**src/rtl/core/mtom_pkg.sv**
```systemverilog
// Shared widths, constants and types of the Miller index to orientation matrix block.
package mtom_pkg;

  localparam int INDEX_BITS = 6;
  localparam int FRAC_BITS  = 14;
  localparam int OUT_W      = 16;

  localparam int SQ_W = 2 * INDEX_BITS;
  localparam int SW   = 2 * SQ_W;
  localparam int XW   = 2 * INDEX_BITS + 1;
  localparam int AXW  = 2 * INDEX_BITS;
  localparam int QW   = FRAC_BITS + 2;
  localparam int RW   = SW + 2 * FRAC_BITS + 8;
  localparam int NST  = FRAC_BITS + 2;
  localparam int NL   = 9;

  localparam int MQ_DEPTH = 4;
  localparam int MQ_PW    = $clog2(MQ_DEPTH);
  localparam int MQ_CW    = $clog2(MQ_DEPTH + 1);

  typedef struct packed {
    logic [NL-1:0][AXW-1:0] ax;
    logic [NL-1:0]          neg;
    logic [SQ_W-1:0]        sp;
    logic [SQ_W-1:0]        sd;
    logic [SW-1:0]          spd;
    logic                   degen;
  } work_t;

  typedef struct packed {
    logic  valid;
    work_t data;
  } work_xfer_t;

  typedef struct packed {
    logic signed [RW-1:0] r;
    logic signed [RW-1:0] acc;
    logic [QW-1:0]        q;
    logic [SW-1:0]        s;
    logic                 neg;
  } lane_t;

endpackage

```
**src/rtl/core/mtom_front.sv**
```systemverilog
// Front part: takes index sets, forms squares, cross products and magnitudes.
module mtom_front (
  input  logic                                  clk,
  input  logic                                  rst_n,
  input  logic                                  push,
  output logic                                  full,
  input  logic signed [mtom_pkg::INDEX_BITS-1:0] in_plane_h,
  input  logic signed [mtom_pkg::INDEX_BITS-1:0] in_plane_k,
  input  logic signed [mtom_pkg::INDEX_BITS-1:0] in_plane_l,
  input  logic signed [mtom_pkg::INDEX_BITS-1:0] in_dir_u,
  input  logic signed [mtom_pkg::INDEX_BITS-1:0] in_dir_v,
  input  logic signed [mtom_pkg::INDEX_BITS-1:0] in_dir_w,
  input  logic                                  mid_full,
  output mtom_pkg::work_xfer_t                  mid_out
);

  logic                                    en;
  logic                                    a_valid_r;
  logic                                    b_valid_r;
  logic [mtom_pkg::SQ_W-1:0]               sp_r, sd_r;
  logic [mtom_pkg::SQ_W-1:0]               sp_nxt, sd_nxt;
  logic signed [mtom_pkg::XW-1:0]          x_r   [mtom_pkg::NL];
  logic signed [mtom_pkg::XW-1:0]          x_nxt [mtom_pkg::NL];
  mtom_pkg::work_t                         work_r, work_nxt;

  assign en   = !b_valid_r || !mid_full;
  assign full = !en;

  always_comb begin
    logic signed [mtom_pkg::XW-1:0] h, k, l, u, v, w;
    h = mtom_pkg::XW'(in_plane_h);
    k = mtom_pkg::XW'(in_plane_k);
    l = mtom_pkg::XW'(in_plane_l);
    u = mtom_pkg::XW'(in_dir_u);
    v = mtom_pkg::XW'(in_dir_v);
    w = mtom_pkg::XW'(in_dir_w);
    sp_nxt = mtom_pkg::SQ_W'(h * h + k * k + l * l);
    sd_nxt = mtom_pkg::SQ_W'(u * u + v * v + w * w);
    x_nxt[0] = u;
    x_nxt[1] = v;
    x_nxt[2] = w;
    x_nxt[3] = mtom_pkg::XW'(k * w - l * v);
    x_nxt[4] = mtom_pkg::XW'(l * u - h * w);
    x_nxt[5] = mtom_pkg::XW'(h * v - k * u);
    x_nxt[6] = h;
    x_nxt[7] = k;
    x_nxt[8] = l;
  end

  always_comb begin
    logic signed [mtom_pkg::XW-1:0] mag;
    mag = '0;
    work_nxt.sp    = sp_r;
    work_nxt.sd    = sd_r;
    work_nxt.spd   = mtom_pkg::SW'(sp_r) * mtom_pkg::SW'(sd_r);
    work_nxt.degen = (sp_r == '0) || (sd_r == '0);
    for (int i = 0; i < mtom_pkg::NL; i++) begin
      mag = x_r[i][mtom_pkg::XW-1] ? -x_r[i] : x_r[i];
      work_nxt.ax[i]  = mag[mtom_pkg::AXW-1:0];
      work_nxt.neg[i] = x_r[i][mtom_pkg::XW-1];
    end
  end

  always_ff @(posedge clk) begin
    if (!rst_n) begin
      a_valid_r <= 1'b0;
      b_valid_r <= 1'b0;
    end else if (en) begin
      a_valid_r <= push;
      b_valid_r <= a_valid_r;
    end
    if (en) begin
      sp_r   <= sp_nxt;
      sd_r   <= sd_nxt;
      x_r    <= x_nxt;
      work_r <= work_nxt;
    end
  end

  assign mid_out.valid = b_valid_r;
  assign mid_out.data  = work_r;

endmodule

```
**config.mk**
```make
export PLATFORM = sky130hd
export DESIGN_NAME = mtom_front
export DESIGN_NICKNAME = d
export VERILOG_FILES = /design/src/rtl/core/mtom_pkg.sv /design/src/rtl/core/mtom_front.sv
export SDC_FILE = /design/constraint.sdc
export NUM_CORES = 2
export LEC_CHECK = 0
export BUFFER_PORTS_ARGS = -buffer_cell sky130_fd_sc_hd__buf_2
export CORE_ASPECT_RATIO = 2
export CORE_MARGIN = 2
export CORE_UTILIZATION = 33
export DETAILED_ROUTE_END_ITERATION = 12
export PLACE_DENSITY = 0.53
export SLEW_MARGIN = 0
export SYNTH_ARGS = -nofsm -noshare
export SYNTH_HDL_FRONTEND = slang
export SYNTH_SLANG_ARGS = --single-unit
```
**constraint.sdc**
```tcl
create_clock -name clk -period 6.2 [get_ports clk]
set_input_delay 0.31 -clock clk [delete_from_list [all_inputs] [get_ports clk]]
set_output_delay 0.31 -clock clk [all_outputs]
set_load 0.05 [all_outputs]
```
# Word level (Yosys, flattened, before mapping)
# Cells that the tools add are included.
# word_totals
input_bits	40
output_inout_bits	168
regBits	267
# op_classes
add_sub_neg	16
reduce_logical	7
n_mux	9
mul	13
# ops
op	count
multiplier 6 x 6 -> 12 bit	12
two-way mux 12 bit	9
negator 6 -> 12 bit	6
adder 12 bit	4
subtractor 12 x 12 -> 13 bit	3
negator 12 bit	3
zero test 12 bit	2
multiplier 12 x 12 -> 24 bit	1
zero test 1 bit	3
logical OR 1 bit	2

# Longest topological paths before layout
# depth
word_depth	3
ltp_mapped	24
ltp_nobuf	23

# Least setup slack after synthesis
# No wires, ideal clock.
# synth_timing
path_kind	input port to flip-flop
start	in mid_full
end	reg b_valid_r
slack_ns	-2.437
stages	3
required_time_ns	6.072
n_path_buf	0
arrival_ns	8.509
path_cell_list	nand2_1 -> inv_1 -> o21a_1
# synth_via
elab_chain_cells	2
# synth_rtl
item	line_no	rtl
from (decl)	mtom_front.sv:13	input logic mid_full,
zero test 1 bit	mtom_front.sv:26	assign en = !b_valid_r || !mid_full;
logical OR 1 bit	mtom_front.sv:26	
to (signal assigned)	mtom_front.sv:70	b_valid_r <= a_valid_r;
to (decl)	mtom_front.sv:19	logic b_valid_r;
# Every way passes these cells.
# A chain may end at the register's enable or synchronous reset.

==> results.sh <==
export IMPL_rsz0062_at_grt="false"
export IMPL_grt_pass1_wl_um=121000
export IMPL_max_freq_mhz=173
export IMPL_die_area_um2=94600
export IMPL_worst_slew_pin_slew_ps=909
export IMPL_wirelength_um=77000
export IMPL_ios=208
export IMPL_hpwl_um=64500
export IMPL_cts_buffers=29
export IMPL_synthSimpleGateAreaFrac_pct=11.0
export IMPL_setup_violations=0
export IMPL_tns_ps=0
export IMPL_synthFlopType="edfxtp_1"
export IMPL_synthToLayoutAreaGrowth_pct=12.7
export IMPL_cts_tree="yes"
export IMPL_cp_end_kind="flop"
export IMPL_syn_area_per_cell_um2=10.8
export IMPL_die_h_um=433
export IMPL_fin_area_um2=34200
export IMPL_critPathMaxFanout=14
export IMPL_fin_nets=3910
export IMPL_synth_xor_area_share_pct=5.11
export IMPL_clock_skew_ps=34.1
export IMPL_async_flop_share_pct=0
export IMPL_drive_gt1_share_pct=10.5
export IMPL_vias=19500
export IMPL_grt_max_degree=123
export IMPL_root_buffer="clkbuf_16"
export IMPL_gp_congestion=0.854
export IMPL_grt_pass1_vias=22000
export IMPL_antenna_left=0
export IMPL_clk_pin_slew_ps=60
export IMPL_routedWlPerCell_um=18.0
export IMPL_dpl_worst_slack_ps=261
export IMPL_yosysMostFrequentCell="inv_1"
export IMPL_antenna_found_initial=18
export IMPL_post_route_period_util_pct=93.3
export IMPL_fin_util_pct=37.4
export IMPL_synth_yosys_warnings=0
export IMPL_viasPerCell=4.56
export IMPL_dpl_cell_area_um2=33200
export IMPL_synth_area_um2=30400
export IMPL_synth_compound_area_share_pct=3.43
export IMPL_synth_edf_count=259
export IMPL_period_needed_ps=5780
export IMPL_die_w_um=218
export IMPL_seq_area_frac_synth_pct=25.8
export IMPL_netlist_area_leader_share_pct=32.9
export IMPL_slew_headroom_pct=39.4
export IMPL_track_usage_pct=17.1
export IMPL_finalHoldViolCount=0
export IMPL_criticalPathCategory="reg -> reg"
export IMPL_worstPathArrival_ps=6210
export IMPL_io_buffers=207
export IMPL_drt_iter0_drc=715
export IMPL_std_cell_rows=157
export IMPL_post_cts_buffers=0
export IMPL_required_ps=6620
export IMPL_synth_adder_area_share_pct=45.5
export IMPL_synth_top_family_by_area="adder cells"
export IMPL_synth_area_top_cells="fa_1, edfxtp_1, ha_1, inv_1, xnor2_1"
export IMPL_clkSinkCount=261
export IMPL_hold_path_class="in -> reg"
export IMPL_start_util_pct=33.2
export IMPL_ys_seq_elements=261
export IMPL_final_max_slew_viol_count=0
export IMPL_htreeDepth=1
export IMPL_fin_ws_ps=417
export IMPL_worstSkewPairLatency_ps=610
export IMPL_gr_total_overflow=0
export IMPL_cap_violations=0
export IMPL_ys_types=52
export IMPL_synth_cells=2811
export IMPL_drt_drc_violations_left=0
export IMPL_clock_path_buffers=3
export IMPL_crit_path_start_kind="flop"
export IMPL_yosysTopAreaCell="fa_1"
export IMPL_design_core_area_um2=91300
export IMPL_muxShareOfSynthArea_pct=0.0659
export IMPL_firstDrtPassIters=5
export IMPL_ys_top_cells_by_count="inv_1, fa_1, ha_1, edfxtp_1, nand2_1"
export IMPL_status="finished clean"
export IMPL_cts_resized=0
repair_timing:
| action | 4_1_cts | 5_1_grt |
|---|---|---|
| endpoints found under the setup margin | 0 | 0 |
| hold buffers | 3 | 0 |
| endpoints found under the hold margin | 3 | 0 |
metrics by stage:
step / std cells / hold WS (ps)
5_1_grt: 4286 / 59.2
6_report: 4287 / 81.7
3_5_place_dp: 4224 / 460
2_1_floorplan: 2840 / 409
3_3_place_gp: 4224 / 451
4_1_cts: 4280 / 15.6
layer usage:
layer,track usage [%],routed length [µm],part of all wire [%],up-vias
li1,-,-,-,9109
met1,17.5,26800,35,9918
met2,34.2,44200,57,378
met3,1.58,2550,3.3,130
met4,7.33,3350,4.3,14
met5,0,76,0.099,-
logic make-up after synthesis:
family / count (synthesis)
fa+ha+maj: 804
compound gates: 158
simple gates: 676
mux: 2
xor+xnor: 177
flops: 261
other cells: 1
buf+inv: 732
layout by cell type (no fill, tap or decap), types with 8 or more instances in the layout:
cell and n:
or3_1 11, buf_4 61, fa_1 499, clkbuf_16 29
ha_1 305, inv_6 8, nand2_1 254, inv_1 653
xnor2_1 157, nor2b_1 12, and2_1 206, nor3_1 13
conb_1 30, a21o_1 17, o31ai_1 17, o21ai_0 35
nor2_1 99, xor2_1 20, buf_2 207, a21oi_1 35
edfxtp_1 259, o21bai_1 10, nand3_1 14, nand2b_1 37
layout make-up:
cell class / instances / area [µm²]
Timing Repair Buffer: 272 / 1540
Fill cell: 9076 / 57100
Clock buffer: 30 / 729
Antenna cell: 7 / 17.5
Clock inverter: 23 / 256
Sequential cell: 261 / 7820
Tap cell: 1192 / 1490
Multi-Input combinational cell: 1847 / 19900
Inverter: 655 / 2460
registers in the layout (all words and copies together) (netlist names):
signal and flops:
a_valid_r 1, b_valid_r 1, mid_out 160, sd_r 12, sp_r 12, work_nxt 3, x_r 72
path summary, 6_finish.rpt:
| path | startpoint | endpoint | slack (ps) | cells after the start |
|---|---|---|---|---|
| setup / recovery | sd_r[4] | mid_out[23] | 420 | 16 |
| hold / removal | in_dir_v[4] | x_r[95] | 80 | 1 |
| setup reg to reg | sd_r[4] | mid_out[23] | 420 | 16 |
| hold reg to reg | a_valid_r | a_valid_r | 460 | 2 |
worst max-delay path, cell delays in order, from the launching register on:
cell	delay, ps
edfxtp_1	790
nand2_1	170
fa_1	540
inv_1	50
fa_1	490
fa_1	510
fa_1	490
inv_1	50
fa_1	470
inv_1	40
ha_1	360
a21o_1	190
a21o_1	210
a31o_1	260
a211oi_2	410
or4b_1	470
o211ai_1	100
Power is left out: the tool's default activity adds up to more than one toggle a clock period on the data nets, which glitch-free logic cannot reach.
