===== config.mk =====
export PLATFORM = sky130hd
export DESIGN_NAME = mtom_fifo
export DESIGN_NICKNAME = d
export VERILOG_FILES = /design/src/rtl/core/mtom_pkg.sv /design/src/rtl/core/mtom_fifo.sv
export SDC_FILE = /design/constraint.sdc
export NUM_CORES = 1
export LEC_CHECK = 0
export ABC_AREA = 1
export BUFFER_PORTS_ARGS = -buffer_cell sky130_fd_sc_hd__buf_2
export CORE_ASPECT_RATIO = 2
export CORE_MARGIN = 2
export CORE_UTILIZATION = 34
export DETAILED_ROUTE_END_ITERATION = 8
export SLEW_MARGIN = 20
export SYNTH_ARGS = -nofsm -noshare
export SYNTH_HDL_FRONTEND = slang
export SYNTH_SLANG_ARGS = --single-unit

===== constraint.sdc =====
create_clock -name clk -period 17.1 [get_ports clk]
set_clock_uncertainty 0.05 [all_clocks]
set_input_delay 3.42 -clock clk [delete_from_list [all_inputs] [get_ports clk]]
set_output_delay 3.42 -clock clk [all_outputs]
set_load 0.1 [all_outputs]

===== src/rtl/core/mtom_pkg.sv =====
// Shared widths, constants and types of the Miller index to orientation matrix block.
package mtom_pkg;

  localparam int INDEX_BITS = 6;
  localparam int FRAC_BITS  = 14;
  localparam int OUT_W      = 16;

  localparam int SQ_W = 2 * INDEX_BITS;
  localparam int SW   = 2 * SQ_W;
  localparam int XW   = 2 * INDEX_BITS + 1;
  localparam int AXW  = 2 * INDEX_BITS;
  localparam int QW   = FRAC_BITS + 2;
  localparam int RW   = SW + 2 * FRAC_BITS + 8;
  localparam int NST  = FRAC_BITS + 2;
  localparam int NL   = 9;

  localparam int MQ_DEPTH = 4;
  localparam int MQ_PW    = $clog2(MQ_DEPTH);
  localparam int MQ_CW    = $clog2(MQ_DEPTH + 1);

  typedef struct packed {
    logic [NL-1:0][AXW-1:0] ax;
    logic [NL-1:0]          neg;
    logic [SQ_W-1:0]        sp;
    logic [SQ_W-1:0]        sd;
    logic [SW-1:0]          spd;
    logic                   degen;
  } work_t;

  typedef struct packed {
    logic  valid;
    work_t data;
  } work_xfer_t;

  typedef struct packed {
    logic signed [RW-1:0] r;
    logic signed [RW-1:0] acc;
    logic [QW-1:0]        q;
    logic [SW-1:0]        s;
    logic                 neg;
  } lane_t;

endpackage


===== src/rtl/core/mtom_fifo.sv =====
// Short queue of classified work items between the front and back parts.
module mtom_fifo (
  input  logic                 clk,
  input  logic                 rst_n,
  input  mtom_pkg::work_xfer_t wr,
  output logic                 wr_full,
  input  logic                 rd,
  output logic                 rd_empty,
  output mtom_pkg::work_t      rd_data
);

  mtom_pkg::work_t             mem_r [mtom_pkg::MQ_DEPTH];
  logic [mtom_pkg::MQ_PW-1:0]  wp_r, rp_r;
  logic [mtom_pkg::MQ_CW-1:0]  cnt_r;
  logic                        do_wr, do_rd;

  assign wr_full  = (cnt_r == mtom_pkg::MQ_CW'(mtom_pkg::MQ_DEPTH));
  assign rd_empty = (cnt_r == '0);
  assign do_wr    = wr.valid && !wr_full;
  assign do_rd    = rd && !rd_empty;
  assign rd_data  = mem_r[rp_r];

  always_ff @(posedge clk) begin
    if (!rst_n) begin
      wp_r  <= '0;
      rp_r  <= '0;
      cnt_r <= '0;
    end else begin
      if (do_wr) begin
        wp_r <= (wp_r == mtom_pkg::MQ_PW'(mtom_pkg::MQ_DEPTH - 1)) ? '0 : wp_r + 1'b1;
      end
      if (do_rd) begin
        rp_r <= (rp_r == mtom_pkg::MQ_PW'(mtom_pkg::MQ_DEPTH - 1)) ? '0 : rp_r + 1'b1;
      end
      cnt_r <= cnt_r + mtom_pkg::MQ_CW'(do_wr) - mtom_pkg::MQ_CW'(do_rd);
    end
    if (do_wr) begin
      mem_r[wp_r] <= wr.data;
    end
  end

endmodule


# Yosys cells after proc, flatten, opt, wreduce, memory -nomap -nowiden
# Memory sizes are Yosys's and may differ from the RTL's. A register that Yosys moved wholly into a read port is not among the register bits.
# Index checks and enable logic that the tools add are counted.
# word_totals
ff_bits	7
mem_bits_rw	664
inputBits	170
out_inout_bits	168
memories	1
# memory_table
name	depth	width	read_ports	rd_ports_with_merged_regs	write_ports	line_no	source
mem_r	4	166	1	1	1	mtom_fifo.sv:12	mtom_pkg::work_t mem_r [mtom_pkg::MQ_DEPTH];
# op_classes
addsub	4
eq_ne	3
muxes	6
reduce_logical	5
# ops
operator	count
2-bit two-way mux	4
2-bit by 1-bit adder with 2-bit output (second input constant)	2
2-bit equality test (second input constant)	2
3-bit by 1-bit adder with 3-bit output	1
3-bit equality test (second input constant)	1
3-bit logical NOT	1
3-bit by 1-bit subtractor with 3-bit output	1
1-bit logical AND	2
1-bit logical NOT	2
1-bit two-way mux	2

# Depth between registers and ports, before layout
# Gate-level depths: netlist of run 1.
# logic_depth
word_depth	5
ltp_mapped	11
depth_no_buf	11

# Worst setup path before layout of run 1
# No wires, ideal clock.
# synth_timing
kind	input to register
from	input wr[166] (netlist name)
to	memory mem_r[0][0] (netlist name), enable pin
setup_time_ps	695
arrival_ps	10493
path_slack_ps	5862
cell_stages	2
n_path_buf	0
path_cell_list	nand2_1 nor2_1
# synth_via
elab_chain_len	3
# synth_lines
element	line_no	source
start, declared	mtom_fifo.sv:5	input mtom_pkg::work_xfer_t wr,
1-bit logical AND	mtom_fifo.sv:19	assign do_wr = wr.valid && !wr_full;
1-bit two-way mux	mtom_fifo.sv:37	if (do_wr) begin
1-bit two-way mux (implied by the code)	mtom_fifo.sv:38	mem_r[wp_r] <= wr.data;
end, declared	mtom_fifo.sv:12	
# No other way between the ends.

==> run metrics, run 1 <==
final worst-path setup slack 9710 ps; Clock Latency Late Sink 630 ps; Synth Instances 1671; syn_nets 1849; initial DRC count 774; Core ar. 72900 um^2; CTS Sinks 673; Initial Util 34.4%; via-per-instance ratio 5.08; DIE AREA 76000 um^2; Routed Antenna Nets 0; Die X 196 um; largest family of logic cells by synthesized area compound AO/OA/AOI/OAI gates; register area share after synthesis 80.3%; Site Rows 140; io pins 338; Final Instance Area 29500 um^2; synthesized flop and latch total 673; final hold vios 0; mux cell area share after synthesis 0%; Post-Synth Simple-Gate Area 5.47%; Final TNS setup 0 ps; Hold Path Stages 2; first-pass GRT wire length 90200 um; unrepaired setup endpoints after global routing false; post-synthesis xor/xnor area fraction 0.0350%; critical path arrival 3920 ps; vias in the first global route 15700; final slew viol count 0; Max Clock Freq 135 MHz; Min Hold Slack 511 ps; internal reg-to-reg setup slack 13130 ps; Period Utilization, post-route 43.2%; port bufs 337; worst slew pin tran 1070 ps; drt pass-1 iters 5; HP Class reg2reg; synth warn 0; most common cell after layout, fill and taps aside edfxtp_1; pin count of the biggest net entering global routing 211; CTS buffer count 57; synthesized area 25000 um^2; die height 388 um; worst-path fanout max 75; maximum clock path buffer count 3; critical path class reg2out; post-synthesis compound-gate area fraction 11.1%; Area after DPL 27500 um^2; initial antenna violation count 17; CTS resizes 0; Crit path required time 13630 ps; total wire length 59500 um; # H-tree levels 2; most frequent cells in the layout edfxtp_1, nor2_1, buf_2; Nets 2157; clk slew on worst S/H paths 70 ps; Mean Syn Cell Area 15.0 um^2; P&R area growth vs syn 17.6%; GP Congestion 0.730; drt drc 0; final setup fails 0; synth unique cells 22; DP HPWL 33900 um; Avg WL per Cell 20.1 um; postcts setup bufs 0; Setup Slack @ Placement 10030 ps; reg-to-reg startpoint cnt_r[1]; Post-CTS Hold Fix Bufs 0; Worst R2R End mem_r[1][116]; CTS tree done; max cap viols 0; min cycle time layout 7390 ps; outcome finished clean; overall routing resource usage 15.4%; CP Launch Type flip-flop; vias 15000; CP Capture Type output pin; total grt overflow 0; min-delay src rp_r[1]; ratio of cells with drive above 1 in the final layout 22.9%; Max-Slew Margin vs Limit 28.7%; Synth Area in Adders 0.430%; FF-to-FF path depth 7; Clock Tree Root clkbuf_16
how the worst max path moves through the flow:
stage	start	endpoint	slack, ps	cells past startpoint
global route	flip-flop	rd_data[38]	9480	5
global placement	wr[166]	mem_r[1][121]	10020	6
floorplan	wr[166]	mem_r[0][0]	5860	2
CTS	flip-flop	rd_data[44]	9590	5
detailed placement	wr[166]	mem_r[1][121]	10030	6
finish	flip-flop	rd_data[44]	9710	5
layer usage:
| layer | wire [um] | global-route usage (%) |
|---|---|---|
| met1 | 22500 | 17.0 |
| met2 | 30800 | 27.9 |
| met3 | 4140 | 3.80 |
| met4 | 1910 | 6.38 |
| met5 | 54 | 0 |
critical path: stages (launching register included):
cell,delay (ps)
dfxtp_4,580
buf_4,670
buf_4,840
o21ai_0,210
o22ai_1,390
buf_2,510
flip-flops by register name, indices dropped and copies added, names as in the netlist, named ones only:
| register | cells |
|---|---|
| cnt_r | 3 |
| mem_r | 664 |
| rp_r | 2 |
| wp_r | 2 |
final cells by class:
| type | instances | area, um^2 |
|---|---|---|
| clock buffers | 71 | 1490 |
| repair buffers | 358 | 1880 |
| fillers | 6746 | 43400 |
| diodes | 10 | 25.0 |
| flip-flops and latches | 673 | 20100 |
| multi-input cells | 872 | 4290 |
| well taps | 923 | 1150 |
| clock inverters | 36 | 417 |
| inverters | 17 | 73.8 |
logic make-up after synthesis:
group | Yosys count
adder cells (fa/ha/maj) | 8
XOR/XNOR | 1
buffers and inverters | 126
AND/OR/NAND/NOR | 363
flip-flops | 673
AO/OA/AOI/OAI | 500
cell usage after synthesis:
cell	n	area, um^2
o22ai_2	10	125
dfxtp_1	9	180
buf_6	15	169
o21ai_1	26	130
or2_2	1	6.26
nand3_1	1	5.00
clkbuf_2	2	10.0
nand3b_1	1	7.51
xnor2_1	1	8.76
nor2_1	347	1300
buf_2	30	150
nand2_1	13	48.8
edfxtp_1	664	19900
buf_4	9	67.6
clkbuf_1	53	199
inv_6	1	8.76
ha_1	7	87.6
o21ai_0	306	1530
fa_1	1	20.0
a21oi_1	2	10.0
o22ai_1	156	976
inv_1	16	60.1
stage by stage:
stage / utilization, % / std cells
3_3_place_gp: 37.7 / 2842
2_1_floorplan: - / 1671
3_5_place_dp: 37.7 / 2842
5_1_grt: 40.4 / 2956
6_report: 40.4 / 2960
4_1_cts: 40.3 / 2949
Power of run 1 is left out: the tool's default activity adds up to more than one toggle a clock period on the data nets, which glitch-free logic cannot reach.
==> inputs of run 2 (changes only) <==
Clock period 17.1 ns to 6.4 ns, I/O delays scaled along.
==> run metrics, run 2 (synthesis gave the netlist of run 1 again) <==
initial antenna violation count 16 (-1); final hold vios 0 (unchanged); Post-CTS Hold Fix Bufs 0 (unchanged); DP HPWL 34700 um (+2.3%); worst slew pin tran 1130 ps (+59.0 ps); via-per-instance ratio 5.12 (+0.92%); most frequent cells in the layout edfxtp_1, nor2_1, buf_2; first-pass GRT wire length 90900 um (+0.86%); critical path arrival 3390 ps (-530 ps); worst-path fanout max 168 (+120%); Initial Util 34.4% (unchanged); critical path class reg2out; port bufs 337 (unchanged); Max Clock Freq 212 MHz; die height 388 um (unchanged); Crit path required time 5070 ps (-8560 ps); HP Class reg2reg; total grt overflow 0 (unchanged); DIE AREA 76000 um^2 (unchanged); overall routing resource usage 15.5% (+0.10 points); Max-Slew Margin vs Limit 24.8% (-3.9 points); io pins 338 (unchanged); GP Congestion 0.730 (about the same); Core ar. 72900 um^2 (unchanged); Site Rows 140 (unchanged); ratio of cells with drive above 1 in the final layout 22.7% (-0.22 points); most common cell after layout, fill and taps aside edfxtp_1; postcts setup bufs 0 (unchanged); outcome finished clean; CP Capture Type output pin; CTS buffer count 58 (+1.8%); vias 15200 (+0.99%); Top Registers mem_r x664, cnt_r x3; Most flops, register mem_r; max cap viols 0 (unchanged); final setup fails 0 (unchanged); drt drc 0 (unchanged); Clock Latency Late Sink 610 ps (-20 ps); Avg WL per Cell 20.3 um (+1.1%); Routed Antenna Nets 0 (unchanged); CP Launch Type flip-flop; clk slew on worst S/H paths 60 ps (about the same); # H-tree levels 2 (unchanged); vias in the first global route 15900 (+1.3%); Area after DPL 27600 um^2 (+0.42%); min cycle time layout 4720 ps; Nets 2160 (+0.14%); maximum clock path buffer count 3 (unchanged); Final Instance Area 29500 um^2 (about the same); CTS resizes 0 (unchanged); pin count of the biggest net entering global routing 201 (-4.7%); Clock Tree Root clkbuf_16; CTS Sinks 673 (unchanged); drt pass-1 iters 5 (unchanged); final slew viol count 0 (unchanged); Period Utilization, post-route 73.8%; P&R area growth vs syn 17.7% (about the same); initial DRC count 692 (-11%); CTS tree done; total wire length 60200 um (+1.2%); unrepaired setup endpoints after global routing false; Min Hold Slack 475 ps (-36.3 ps); Die X 196 um (unchanged); number of flip-flops in the largest register 664 (unchanged)
run 2: worst paths after layout:
check,startpoint,cells after the start,to,slack [ps]
hold reg to reg,rp_r[1],2,flip-flop,470
setup / recovery,flip-flop,5,rd_data[115],1680
hold / removal,rp_r[1],2,flip-flop,470
setup reg to reg,cnt_r[1],5,mem_r[1][105],3600
run 2: final cells by class:
type                            instances  area (um^2)
Sequential cell                       673        20100
Inverter                               17         73.8
Multi-Input combinational cell        872         4290
Antenna cell                           10         25.0
Timing Repair Buffer                  360         1990
Clock buffer                           68         1490
Clock inverter                         39          325
Fill cell                            6680        43400
Tap cell                              923         1150
run 2: per-layer routing:
metal  part of all wire (%)  track usage, %
met5                   0.14               0
met4                    2.7            6.20
met3                    6.7            4.15
met2                     53            28.7
met1                     38            16.4
run 2: per-stage QoR:
step	setup TNS, ps	instances	worst slack [ps]	util, %
final	0	2962	1680	40.4
after floorplan	-1791480	1671	-2700	-
after global placement	0	2844	2440	37.9
after global routing	0	2960	1470	40.4
after detailed placement	0	2844	2400	37.9
after CTS	0	2951	1690	40.4
run 2: worst max-delay path, stage by stage, from the launching register on:
cell and delay [ps]:
dfxtp_4 460, inv_8 610, buf_4 540, o21ai_0 170, o22ai_1 180, buf_2 460
Power of run 2 is left out for the same reason.
==> inputs of run 3 (changes only) <==
Clock period 6.4 ns to 4.8 ns, I/O delays scaled along.
==> run metrics, run 3 (synthesis gave the netlist of run 1 again) <==
Final TNS setup 0 ps (unchanged); # H-tree levels 2 (unchanged); Area after DPL 27800 um^2 (+0.63%); DP HPWL 35900 um (+3.3%); Clock Latency Late Sink 620 ps (about the same); number of flip-flops in the largest register 664 (unchanged); final hold vios 0 (unchanged); Min Hold Slack 478 ps (+2.97 ps); most common cell after layout, fill and taps aside edfxtp_1; io pins 338 (unchanged); CP Launch Type flip-flop; CP Capture Type output pin; vias 15200 (+0.37%); Worst path slowest cell inv_4; worst path cell trace inv_4 > buf_4 > o21ai_0 > o22ai_1 > buf_2; Clock Tree Root clkbuf_16; Final Instance Area 29600 um^2 (+0.53%); overall routing resource usage 15.6% (+0.11 points); vias in the first global route 15700 (-0.91%); FF-to-FF path depth 5 (unchanged); total wire length 60400 um (+0.41%); critical path class reg2out; die height 388 um (unchanged); postcts setup bufs 0 (unchanged); Die X 196 um (unchanged); Most flops, register mem_r; HP Class reg2reg; unrepaired setup endpoints after global routing false; most frequent cells in the layout edfxtp_1, nor2_1, buf_2; CTS buffer count 57 (-1.7%); Core ar. 72900 um^2 (unchanged); initial DRC count 761 (+10%); first-pass GRT wire length 91200 um (+0.30%); initial antenna violation count 17 (+1); min cycle time layout 4170 ps; Nets 2168 (+0.37%); CTS resizes 0 (unchanged); worst slew pin tran 947 ps (-181 ps); Critical Path Max Stage Delay 610 ps (about the same); Max Clock Freq 240 MHz; pin count of the biggest net entering global routing 126 (-37%); final setup fails 0 (unchanged); drt drc 0 (unchanged); CTS tree done; drt pass-1 iters 4 (-1); via-per-instance ratio 5.13 (+0.23%); Avg WL per Cell 20.4 um (+0.28%); Top Registers mem_r x664, cnt_r x3; Max-Slew Margin vs Limit 36.9% (+12 points); ratio of cells with drive above 1 in the final layout 23.0% (+0.24 points); port bufs 337 (unchanged); outcome finished clean; Crit path required time 3790 ps (-1280 ps); Hold Path Stages 2 (unchanged); clk slew on worst S/H paths 70 ps (about the same); final slew viol count 0 (unchanged); Util after Layout 40.7% (+0.21 points); Initial Util 34.4% (unchanged); P&R area growth vs syn 18.3%; Routed Antenna Nets 0 (unchanged); critical path arrival 3160 ps (-230 ps); worst-path fanout max 71 (-58%); Period Utilization, post-route 87.0%; total grt overflow 0 (unchanged); Site Rows 140 (unchanged); max cap viols 0 (unchanged); GP Congestion 0.732 (+0.34%); DIE AREA 76000 um^2 (unchanged); Post-CTS Hold Fix Bufs 0 (unchanged); maximum clock path buffer count 3 (unchanged); CTS Sinks 673 (unchanged)
run 3: worst paths after layout:
kind                  start       endpoint  slack, ps
hold reg to reg     rp_r[0]      flip-flop        480
hold / removal      rp_r[0]      flip-flop        480
setup reg to reg   cnt_r[1]  mem_r[3][111]       2430
setup / recovery  flip-flop   rd_data[137]        630
run 3: per-stage QoR:
stage	instances	setup slack, ps
3_5_place_dp	2854	1210
5_1_grt	2964	451
2_1_floorplan	1671	-1210
6_report	2966	625
3_3_place_gp	2854	1160
4_1_cts	2957	481
run 3: layout make-up:
type | instances | area, um^2
clock inverters | 34 | 333
fillers | 6662 | 43200
diodes | 9 | 22.5
well taps | 923 | 1150
repair buffers | 369 | 2140
flip-flops and latches | 673 | 20100
clock buffers | 69 | 1490
multi-input cells | 872 | 4290
inverters | 17 | 73.8
run 3: worst max-delay path: cells and delay by family, from the launching register on:
kind,cells,cell delay (ps)
flip-flops,1,590
AO/OA/AOI/OAI,2,340
buffers and inverters,3,1490
run 3: per-layer routing:
metal | part of all wire, % | global-route usage, % | up-vias
met1 | 38 | 17.1 | 7605
met3 | 6.4 | 3.57 | 140
met5 | 0.21 | 0 | -
li1 | - | - | 6954
met2 | 52 | 28.4 | 509
met4 | 3.8 | 7.12 | 18
Power of run 3 is left out for the same reason.
